<file path="config.mk">
export PLATFORM = sky130hd
export DESIGN_NAME = odometer_keyed_shift_cipher_core_flat
export DESIGN_NICKNAME = d
export VERILOG_FILES = /design/src/hw/rtl/oksc_pkg.sv /design/src/hw/rtl/oksc_if.sv /design/src/hw/rtl/odometer_keyed_shift_cipher_core.sv /design/src/hw/rtl/oksc_front.sv /design/src/hw/rtl/oksc_queue.sv /design/src/hw/rtl/oksc_back.sv /design/src/flat_wrapper.sv
export SDC_FILE = /design/constraint.sdc
export NUM_CORES = 1
export LEC_CHECK = 0
export ABC_AREA = 1
export ABC_CLOCK_PERIOD_IN_PS = 8600
export BUFFER_PORTS_ARGS = -buffer_cell sky130_fd_sc_hd__buf_2
export CORE_MARGIN = 2
export CORE_UTILIZATION = 40
export DETAILED_ROUTE_END_ITERATION = 8
export SETUP_SLACK_MARGIN = 0.2
export SLEW_MARGIN = 20
export SYNTH_ARGS = -nofsm -noshare
export SYNTH_HDL_FRONTEND = slang
export SYNTH_SLANG_ARGS = --single-unit
</file>
<file path="constraint.sdc">
create_clock -name clk_i -period 8.6 [get_ports clk_i]
set_input_delay 0.43 -clock clk_i [delete_from_list [all_inputs] [get_ports clk_i]]
set_output_delay 0.43 -clock clk_i [all_outputs]
set_load 0.02 [all_outputs]
</file>
<file path="src/hw/rtl/oksc_pkg.sv">
package oksc_pkg;

  // wheel moduli and key weights
  localparam int unsigned ModA = 28;
  localparam int unsigned ModB = 24;
  localparam int unsigned ModC = 13;
  localparam int unsigned ModD = 12;

  localparam int unsigned WheelAW = 5;
  localparam int unsigned WheelBW = 5;
  localparam int unsigned WheelCW = 4;
  localparam int unsigned WheelDW = 4;

  // largest key is 32*27 + 10*23 + 9*12 + 3*11 = 1235
  localparam int unsigned KeyW = 11;
  localparam logic [KeyW-1:0] WeightA = 11'd32;
  localparam logic [KeyW-1:0] WeightB = 11'd10;
  localparam logic [KeyW-1:0] WeightC = 11'd9;
  localparam logic [KeyW-1:0] WeightD = 11'd3;

  // reciprocal constants for key / 26 and key / 10, scaled by 2^16
  localparam logic [11:0] Recip26 = 12'd2521;
  localparam logic [12:0] Recip10 = 13'd6554;
  localparam int unsigned RecipShift = 16;
  localparam logic [KeyW-1:0] Span26 = 11'd26;
  localparam logic [KeyW-1:0] Span10 = 11'd10;

  // character ranges
  localparam logic [7:0] ChLowerA = 8'h61;
  localparam logic [7:0] ChLowerZ = 8'h7a;
  localparam logic [7:0] ChUpperA = 8'h41;
  localparam logic [7:0] ChUpperZ = 8'h5a;
  localparam logic [7:0] ChDigit0 = 8'h30;
  localparam logic [7:0] ChDigit9 = 8'h39;

  // configuration port
  localparam int unsigned CfgIdxW  = 3;
  localparam int unsigned CfgDataW = 5;
  typedef logic [CfgIdxW-1:0]  cfg_idx_t;
  typedef logic [CfgDataW-1:0] cfg_data_t;

  localparam cfg_idx_t CfgStartA   = 3'd0;
  localparam cfg_idx_t CfgStartB   = 3'd1;
  localparam cfg_idx_t CfgStartC   = 3'd2;
  localparam cfg_idx_t CfgStartD   = 3'd3;
  localparam cfg_idx_t CfgDirection = 3'd4;

  typedef struct packed {
    logic [WheelAW-1:0] start_a;
    logic [WheelBW-1:0] start_b;
    logic [WheelCW-1:0] start_c;
    logic [WheelDW-1:0] start_d;
    logic               encrypt;
  } cfg_t;

  // queue between front and back
  localparam int unsigned QDepth = 2;
  localparam int unsigned QPtrW  = 1;
  localparam int unsigned QCntW  = 2;

  typedef enum logic [1:0] {
    CLS_OTHER,
    CLS_LOWER,
    CLS_UPPER,
    CLS_DIGIT
  } cls_e;

  typedef struct packed {
    cls_e            cls;
    logic [7:0]      ch;
    logic [KeyW-1:0] key;
  } qent_t;

endpackage

</file>
<file path="src/hw/rtl/oksc_if.sv">
interface oksc_in_if;
  logic       valid;
  logic       ready;
  logic       func;
  logic [7:0] char_in;

  modport source (output valid, output func, output char_in, input ready);
  modport sink   (input valid, input func, input char_in, output ready);
endinterface

interface oksc_out_if;
  logic       valid;
  logic       ready;
  logic [7:0] char_out;

  modport source (output valid, output char_out, input ready);
  modport sink   (input valid, input char_out, output ready);
endinterface

</file>
<file path="src/hw/rtl/odometer_keyed_shift_cipher_core.sv">
// channel  | dir | handshake    | payload
// in_i     | in  | valid/ready  | func (1), char_in (8)
// out_o    | out | valid/ready  | char_out (8)
// cfg      | in  | cfg_we_i     | cfg_idx_i (3), cfg_wdata_i (5)
//
// one word per cycle sustained while the output is ready; a taken word passes the
// queue entry, the quotient stage and the output register in turn
// the wheel step in the front sets the feedback loop between words
// reset clears the wheels, start registers, direction (to encrypt) and all valids
// a stalled output holds its word while the two-entry queue keeps taking input until full
module odometer_keyed_shift_cipher_core (
  input  logic                clk_i,
  input  logic                rst_ni,
  input  logic                cfg_we_i,
  input  oksc_pkg::cfg_idx_t  cfg_idx_i,
  input  oksc_pkg::cfg_data_t cfg_wdata_i,
  oksc_in_if.sink             in_i,
  oksc_out_if.source          out_o
);
  import oksc_pkg::*;

  cfg_t  cfg_q, cfg_d;
  logic  q_push, q_full, q_valid, q_pop;
  qent_t q_push_ent, q_head;

  always_comb begin
    cfg_d = cfg_q;
    if (cfg_we_i) begin
      unique case (cfg_idx_i)
        CfgStartA:    cfg_d.start_a = cfg_wdata_i[WheelAW-1:0];
        CfgStartB:    cfg_d.start_b = cfg_wdata_i[WheelBW-1:0];
        CfgStartC:    cfg_d.start_c = cfg_wdata_i[WheelCW-1:0];
        CfgStartD:    cfg_d.start_d = cfg_wdata_i[WheelDW-1:0];
        CfgDirection: cfg_d.encrypt = cfg_wdata_i[0];
        default: ;
      endcase
    end
  end

  always_ff @(posedge clk_i or negedge rst_ni) begin
    if (!rst_ni) begin
      cfg_q <= '{start_a: '0, start_b: '0, start_c: '0, start_d: '0, encrypt: 1'b1};
    end else begin
      cfg_q <= cfg_d;
    end
  end

  oksc_front u_front (
    .clk_i    (clk_i),
    .rst_ni   (rst_ni),
    .cfg_i    (cfg_q),
    .in_i     (in_i),
    .q_full_i (q_full),
    .q_push_o (q_push),
    .q_ent_o  (q_push_ent)
  );

  oksc_queue u_queue (
    .clk_i      (clk_i),
    .rst_ni     (rst_ni),
    .push_i     (q_push),
    .push_ent_i (q_push_ent),
    .full_o     (q_full),
    .valid_o    (q_valid),
    .pop_i      (q_pop),
    .head_o     (q_head)
  );

  oksc_back u_back (
    .clk_i     (clk_i),
    .rst_ni    (rst_ni),
    .encrypt_i (cfg_q.encrypt),
    .q_valid_i (q_valid),
    .q_head_i  (q_head),
    .q_pop_o   (q_pop),
    .out_o     (out_o)
  );

endmodule

</file>
<file path="src/hw/rtl/oksc_front.sv">
module oksc_front (
  input  logic               clk_i,
  input  logic               rst_ni,
  input  oksc_pkg::cfg_t     cfg_i,
  oksc_in_if.sink            in_i,
  input  logic               q_full_i,
  output logic               q_push_o,
  output oksc_pkg::qent_t    q_ent_o
);
  import oksc_pkg::*;

  logic [WheelAW-1:0] wheel_a_q, wheel_a_d, load_a;
  logic [WheelBW-1:0] wheel_b_q, wheel_b_d, load_b;
  logic [WheelCW-1:0] wheel_c_q, wheel_c_d, load_c;
  logic [WheelDW-1:0] wheel_d_q, wheel_d_d, load_d;
  logic               accept;
  cls_e               cls;

  assign in_i.ready = !q_full_i;
  assign accept     = in_i.valid && !q_full_i;
  assign q_push_o   = accept;

  // start values at or above the modulus wrap once
  assign load_a = (cfg_i.start_a >= WheelAW'(ModA)) ? cfg_i.start_a - WheelAW'(ModA)
                                                    : cfg_i.start_a;
  assign load_b = (cfg_i.start_b >= WheelBW'(ModB)) ? cfg_i.start_b - WheelBW'(ModB)
                                                    : cfg_i.start_b;
  assign load_c = (cfg_i.start_c >= WheelCW'(ModC)) ? cfg_i.start_c - WheelCW'(ModC)
                                                    : cfg_i.start_c;
  assign load_d = (cfg_i.start_d >= WheelDW'(ModD)) ? cfg_i.start_d - WheelDW'(ModD)
                                                    : cfg_i.start_d;

  always_comb begin
    if (in_i.func) begin
      cls = CLS_OTHER;
    end else if (in_i.char_in >= ChLowerA && in_i.char_in <= ChLowerZ) begin
      cls = CLS_LOWER;
    end else if (in_i.char_in >= ChUpperA && in_i.char_in <= ChUpperZ) begin
      cls = CLS_UPPER;
    end else if (in_i.char_in >= ChDigit0 && in_i.char_in <= ChDigit9) begin
      cls = CLS_DIGIT;
    end else begin
      cls = CLS_OTHER;
    end
  end

  // key from the wheel positions before they step
  always_comb begin
    q_ent_o.cls = cls;
    q_ent_o.ch  = in_i.char_in;
    q_ent_o.key = WeightA * KeyW'(wheel_a_q) + WeightB * KeyW'(wheel_b_q)
                + WeightC * KeyW'(wheel_c_q) + WeightD * KeyW'(wheel_d_q);
  end

  // odometer step with carries, or reload of the start values on a function word
  always_comb begin
    wheel_a_d = wheel_a_q;
    wheel_b_d = wheel_b_q;
    wheel_c_d = wheel_c_q;
    wheel_d_d = wheel_d_q;
    if (accept && in_i.func) begin
      wheel_a_d = load_a;
      wheel_b_d = load_b;
      wheel_c_d = load_c;
      wheel_d_d = load_d;
    end else if (accept) begin
      if (wheel_a_q == WheelAW'(ModA - 1)) begin
        wheel_a_d = '0;
        if (wheel_b_q == WheelBW'(ModB - 1)) begin
          wheel_b_d = '0;
          if (wheel_c_q == WheelCW'(ModC - 1)) begin
            wheel_c_d = '0;
            wheel_d_d = (wheel_d_q == WheelDW'(ModD - 1)) ? '0 : wheel_d_q + 1'b1;
          end else begin
            wheel_c_d = wheel_c_q + 1'b1;
          end
        end else begin
          wheel_b_d = wheel_b_q + 1'b1;
        end
      end else begin
        wheel_a_d = wheel_a_q + 1'b1;
      end
    end
  end

  always_ff @(posedge clk_i or negedge rst_ni) begin
    if (!rst_ni) begin
      wheel_a_q <= '0;
      wheel_b_q <= '0;
      wheel_c_q <= '0;
      wheel_d_q <= '0;
    end else begin
      wheel_a_q <= wheel_a_d;
      wheel_b_q <= wheel_b_d;
      wheel_c_q <= wheel_c_d;
      wheel_d_q <= wheel_d_d;
    end
  end

`ifndef SYNTHESIS
  a_wheels_in_range: assert property (@(posedge clk_i) disable iff (!rst_ni)
    wheel_a_q < WheelAW'(ModA) && wheel_b_q < WheelBW'(ModB) &&
    wheel_c_q < WheelCW'(ModC) && wheel_d_q < WheelDW'(ModD))
    else $error("wheel position out of range");

  a_reload_loads_a: assert property (@(posedge clk_i) disable iff (!rst_ni)
    accept && in_i.func |=> wheel_a_q == $past(load_a) && wheel_d_q == $past(load_d))
    else $error("reload did not load wheels");
`endif

endmodule

</file>
<file path="src/hw/rtl/oksc_queue.sv">
module oksc_queue (
  input  logic               clk_i,
  input  logic               rst_ni,
  input  logic               push_i,
  input  oksc_pkg::qent_t    push_ent_i,
  output logic               full_o,
  output logic               valid_o,
  input  logic               pop_i,
  output oksc_pkg::qent_t    head_o
);
  import oksc_pkg::*;

  qent_t             mem_q [QDepth];
  logic [QPtrW-1:0]  wptr_q, wptr_d;
  logic [QPtrW-1:0]  rptr_q, rptr_d;
  logic [QCntW-1:0]  cnt_q, cnt_d;

  assign full_o  = (cnt_q == QCntW'(QDepth));
  assign valid_o = (cnt_q != '0);
  assign head_o  = mem_q[rptr_q];

  always_comb begin
    wptr_d = push_i ? wptr_q + 1'b1 : wptr_q;
    rptr_d = pop_i ? rptr_q + 1'b1 : rptr_q;
    cnt_d  = cnt_q + QCntW'(push_i) - QCntW'(pop_i);
  end

  always_ff @(posedge clk_i or negedge rst_ni) begin
    if (!rst_ni) begin
      wptr_q <= '0;
      rptr_q <= '0;
      cnt_q  <= '0;
    end else begin
      wptr_q <= wptr_d;
      rptr_q <= rptr_d;
      cnt_q  <= cnt_d;
    end
  end

  always_ff @(posedge clk_i) begin
    if (push_i) begin
      mem_q[wptr_q] <= push_ent_i;
    end
  end

`ifndef SYNTHESIS
  a_cnt_bounded: assert property (@(posedge clk_i) disable iff (!rst_ni)
    cnt_q <= QCntW'(QDepth))
    else $error("queue count above depth");

  a_no_pop_empty: assert property (@(posedge clk_i) disable iff (!rst_ni)
    pop_i |-> valid_o)
    else $error("pop from empty queue");
`endif

endmodule

</file>
<file path="src/hw/rtl/oksc_back.sv">
module oksc_back (
  input  logic               clk_i,
  input  logic               rst_ni,
  input  logic               encrypt_i,
  input  logic               q_valid_i,
  input  oksc_pkg::qent_t    q_head_i,
  output logic               q_pop_o,
  oksc_out_if.source         out_o
);
  import oksc_pkg::*;

  logic [22:0] prod26;
  logic [23:0] prod10;

  // stage 1: quotients of key by 26 and by 10
  logic        s1_valid_q, s1_valid_d;
  qent_t       s1_ent_q;
  logic [5:0]  s1_q26_q;
  logic [6:0]  s1_q10_q;

  logic        out_valid_q, out_valid_d;
  logic [7:0]  out_char_q, out_char_d;

  logic        out_adv, s1_adv;

  logic [KeyW-1:0] rem26_full, rem10_full;
  logic [4:0]      rem26;
  logic [3:0]      rem10;
  logic [7:0]      base;
  logic [5:0]      span, shift, offs, sum;

  assign out_adv = !out_valid_q || out_o.ready;
  assign s1_adv  = !s1_valid_q || out_adv;
  assign q_pop_o = q_valid_i && s1_adv;

  assign prod26 = 23'(q_head_i.key) * 23'(Recip26);
  assign prod10 = 24'(q_head_i.key) * 24'(Recip10);

  assign s1_valid_d = s1_adv ? q_valid_i : s1_valid_q;

  always_ff @(posedge clk_i) begin
    if (q_pop_o) begin
      s1_ent_q <= q_head_i;
      s1_q26_q <= prod26[RecipShift+5:RecipShift];
      s1_q10_q <= prod10[RecipShift+6:RecipShift];
    end
  end

  // stage 2: remainders and rotation
  always_comb begin
    rem26_full = s1_ent_q.key - Span26 * KeyW'(s1_q26_q);
    rem10_full = s1_ent_q.key - Span10 * KeyW'(s1_q10_q);
    if (rem26_full >= Span26) begin
      rem26_full = rem26_full - Span26;
    end
    if (rem10_full >= Span10) begin
      rem10_full = rem10_full - Span10;
    end
    rem26 = rem26_full[4:0];
    rem10 = rem10_full[3:0];
  end

  always_comb begin
    case (s1_ent_q.cls)
      CLS_LOWER: base = ChLowerA;
      CLS_UPPER: base = ChUpperA;
      CLS_DIGIT: base = ChDigit0;
      default:   base = '0;
    endcase
    if (s1_ent_q.cls == CLS_DIGIT) begin
      span  = 6'(Span10);
      shift = 6'(rem10);
    end else begin
      span  = 6'(Span26);
      shift = 6'(rem26);
    end
    offs = 6'(s1_ent_q.ch - base);
    sum  = encrypt_i ? offs + shift : offs + span - shift;
    if (sum >= span) begin
      sum = sum - span;
    end
    if (s1_ent_q.cls == CLS_OTHER) begin
      out_char_d = s1_ent_q.ch;
    end else begin
      out_char_d = base + 8'(sum);
    end
  end

  assign out_valid_d = out_adv ? s1_valid_q : out_valid_q;

  always_ff @(posedge clk_i or negedge rst_ni) begin
    if (!rst_ni) begin
      s1_valid_q  <= 1'b0;
      out_valid_q <= 1'b0;
    end else begin
      s1_valid_q  <= s1_valid_d;
      out_valid_q <= out_valid_d;
    end
  end

  always_ff @(posedge clk_i) begin
    if (s1_valid_q && out_adv) begin
      out_char_q <= out_char_d;
    end
  end

  assign out_o.valid    = out_valid_q;
  assign out_o.char_out = out_char_q;

endmodule
</file>
<file path="src/flat_wrapper.sv">
// flat-port wrapper written by rule: the top's interface ports become plain ports
module odometer_keyed_shift_cipher_core_flat import oksc_pkg::*;
  (clk_i, rst_ni, cfg_we_i, cfg_idx_i, cfg_wdata_i, in_i_valid, in_i_func, in_i_char_in, in_i_ready, out_o_valid, out_o_char_out, out_o_ready);
  oksc_in_if in_i_i ();
  oksc_out_if out_o_i ();
  input  logic clk_i;
  input  logic rst_ni;
  input  logic cfg_we_i;
  input  oksc_pkg::cfg_idx_t cfg_idx_i;
  input  oksc_pkg::cfg_data_t cfg_wdata_i;
  input wire logic [$bits(in_i_i.valid)-1:0] in_i_valid;
  input wire logic [$bits(in_i_i.func)-1:0] in_i_func;
  input wire logic [$bits(in_i_i.char_in)-1:0] in_i_char_in;
  output wire logic [$bits(in_i_i.ready)-1:0] in_i_ready;
  output wire logic [$bits(out_o_i.valid)-1:0] out_o_valid;
  output wire logic [$bits(out_o_i.char_out)-1:0] out_o_char_out;
  input wire logic [$bits(out_o_i.ready)-1:0] out_o_ready;
  assign in_i_i.valid = in_i_valid;
  assign in_i_i.func = in_i_func;
  assign in_i_i.char_in = in_i_char_in;
  assign in_i_ready = in_i_i.ready;
  assign out_o_valid = out_o_i.valid;
  assign out_o_char_out = out_o_i.char_out;
  assign out_o_i.ready = out_o_ready;
  odometer_keyed_shift_cipher_core u_core (.clk_i(clk_i), .rst_ni(rst_ni), .cfg_we_i(cfg_we_i), .cfg_idx_i(cfg_idx_i), .cfg_wdata_i(cfg_wdata_i), .in_i(in_i_i), .out_o(out_o_i));
endmodule
</file>
==> out/qor.csv <==
metric;value;unit
rr_endpoint;u_core.u_back.out_o.char_out[7];
cts_root_buf;clkbuf_16;
synth_ff_type;edfxtp_1;
period_share;83.9;%
crit_slowest_cell;fa_1;
start_util;40.4;%
syn_to_final_growth;10.1;%
cp-end-kind;flop;
met2_usage;27.7;%
grt_max_degree;44;
drc;0;
antenna_found_initial;0;
maxCapViolations;0;
layout-drive-gt1-share;7.06;%
synth-xor-area-share;4.53;%
synth_cell_types;47;
rr_startpoint;u_core.u_back.s1_q26_q[3];
cts_tree;built;
cp-startpoint;u_core.u_back.s1_q26_q[3];
drt.antenna.violating_nets;0;
path_class;flop to flop;
clock_path_buffers;2;
reg2reg_slack;1390;ps
crit_top_cell;nand2_1;
status;completed;
rows;65;
required;8790;ps
grt_pass1_wl;43.3;mm
crit_cells;41;
ff2ff_path_depth;41;
worst_pin_slew;959;ps
syn_area;12700;um^2
synth_fp_nets;1736;
first_pass_iters;5;
vias;9155;
synth_compound_area_share;8.19;%
h-tree-depth;4;
hp-class;input port to flop;
cts_made_buffers;17;
core;31500;um^2
synthArstFlopShare;33.9;%
clk_pin_slew;60;ps
period_minus_slack;7210;ps
synthCells;1398;
dieArea;33300;um^2
io_pins;32;
ys_ff_latch;127;
grtUsageMet3;2.95;%
tns;0;ps
wl;24.6;mm
seq_area_frac_synth;28.3;%
cts_resized;0;
synth_area_leaders;ha_1 (23%), edfxtp_1 (20%), fa_1 (14%), dfrtp_1 (8.3%), inv_1 (8.2%);
setup_viol;0;
fmax;0.139;GHz
synth_top_family_by_area;adder cells;
critPathArrivalTime;7400;ps
slew_violations;0;
dp_hpwl;20.1;mm
yosys_warnings;0;
critPathMaxStageDelay;490;ps
synth_top_area_cell;ha_1;
max_slew_margin;36.1;%
finClkSkew;16.4;ps
cpLargestDelayFamily;adder cells;
vias_per_cell;4.92;
worstSetupEndpoint;u_core.u_back.out_o.char_out[7];
finalNetCount;1783;
synthMuxAreaShare;0;%
first_iter_violations;442;
wl_per_cell;13.2;um
syn_avg_cell_area;9.10;um^2
synthSimpleGateAreaFrac;14.2;%
synthAdderAreaFrac;36.2;%
crit_path_max_fanout;5;
grt_pass1_vias;9263;
grt_use_met1;20.7;%
gp_congestion;0.849;
rsz0062_at_grt;no;
synth_edf_count;84;
die_w;182;um
crit_buf_inv;4;
hold_viol_final;0;
yosys.area.top_type_share;22.5;%
portBuffers;31;
overflow;0;
busiest_layer;met2;
clk_latency;430;ps
grt.total_usage;16.0;%
insertedDiodeCount;0;
clock_sinks;127;
startpoint_type;flop;
die_h;182;um
-- worst min path at each step --
stage	startpoint	endpoint	cells past startpoint
finish	in_i_char_in[5]	u_core.u_queue.mem_q[0][16]	1
global route	in_i_char_in[4]	u_core.u_queue.mem_q[0][15]	1
CTS	rst_ni	u_core.cfg_q[6]	1
detailed placement	u_core.u_back.s1_valid_q	u_core.u_back.out_o.valid	2
global placement	u_core.u_back.s1_valid_q	u_core.u_back.out_o.valid	2
floorplan	rst_ni	u_core.cfg_q[10]	0
-- placed cells by master, fill, tap and decap left out, types with 4 or more instances in the layout --
master / instances
a21o_1: 4
a21oi_1: 75
a31oi_1: 10
buf_2: 31
clkbuf_16: 20
clkinv_4: 5
dfrtp_1: 42
edfxtp_1: 84
fa_1: 87
ha_1: 229
inv_1: 279
nand2_1: 240
nand2_2: 6
nand3_1: 50
nand3_2: 10
nand3b_1: 4
nand4_1: 14
nor2_1: 63
nor3_1: 7
o211ai_1: 4
o21ai_0: 70
o22ai_1: 5
or2_2: 7
xnor2_1: 24
xor2_1: 40
-- through the flow --
step | setup slack, ps | utilization, % | cell area, um^2 | instances | hold slack, ps
after floorplan | 1950 | - | 12700 | 1398 | 134
after global placement | 1600 | 42.5 | 13400 | 1826 | 465
after detailed placement | 1430 | 42.5 | 13400 | 1826 | 467
after CTS | 1420 | 44.4 | 14000 | 1858 | 187
after global routing | 691 | 44.5 | 14000 | 1860 | 232
final | 1390 | 44.5 | 14000 | 1860 | 251
-- synthesized netlist by cell type (4+ instances only) --
cell type  instances
inv_1            279
nand2_1          240
ha_1             229
fa_1              87
edfxtp_1          84
a21oi_1           75
o21ai_0           70
nor2_1            65
nand3_1           50
dfrtp_1           42
xor2_1            40
xnor2_1           24
nand4_1           14
a31oi_1           10
nand3_2           10
nor3_1             7
or2_2              7
nand2_2            6
clkbuf_1           5
o22ai_1            5
a21o_1             4
nand3b_1           4
o211ai_1           4
-- sequential cells by signal (all words and copies together), names as in the netlist --
register and cells:
u_core.u_queue.mem_q 42, u_core.u_back.s1_ent_q 21, u_core.cfg_q 19, u_core.u_back.out_o.char_out 8, u_core.u_back.s1_q10_q 7, u_core.u_back.s1_q26_q 6
u_core.u_front.wheel_a_q 5, u_core.u_front.wheel_b_q 5, u_core.u_front.wheel_c_q 4, u_core.u_front.wheel_d_q 4, u_core.u_queue.cnt_q 2, u_core.u_back.out_o.valid 1
u_core.u_back.s1_valid_q 1, u_core.u_queue.rptr_q 1, u_core.u_queue.wptr_q 1
-- worst register-to-register path: cells and delay by family (launching register included) --
kind	cells	cell delay, ps
compound gates	11	1720
xor+xnor	2	250
fa+ha+maj	8	2860
buf+inv	4	230
flops	1	420
simple gates	16	1520
-- cell families (layout without fill, tap and decap cells) --
family,count (synthesis),count (layout)
AOI/OAI and AO/OA,189,189
xor gates and xnor gates,65,65
adders and majority gates,316,316
buffers and inverters,288,348
DFF,127,127
and+or+nand+nor,413,413
-- area by class of cell --
class | instances | area, um^2
Fill cell | 2973 | 17500
Tap cell | 402 | 503
Clock inverter | 9 | 71.3
Inverter | 281 | 1050
Timing Repair Buffer | 35 | 208
Sequential cell | 127 | 3600
Multi-Input combinational cell | 983 | 8050
Clock buffer | 23 | 522
-- metal layers --
metal  routed length [um]  vias up
li1                     -     4689
met1                11600     4315
met2                11900      118
met3                  709       33
met4                  397        0
met5                    0        -
-- repair_timing --
action                    CTS  global route
hold endpoints to repair    0            18
setup buffers               0             0
hold buffers                0             1
Power is left out: the tool's default activity adds up to more than one toggle a clock period on the data nets, which glitch-free logic cannot reach.
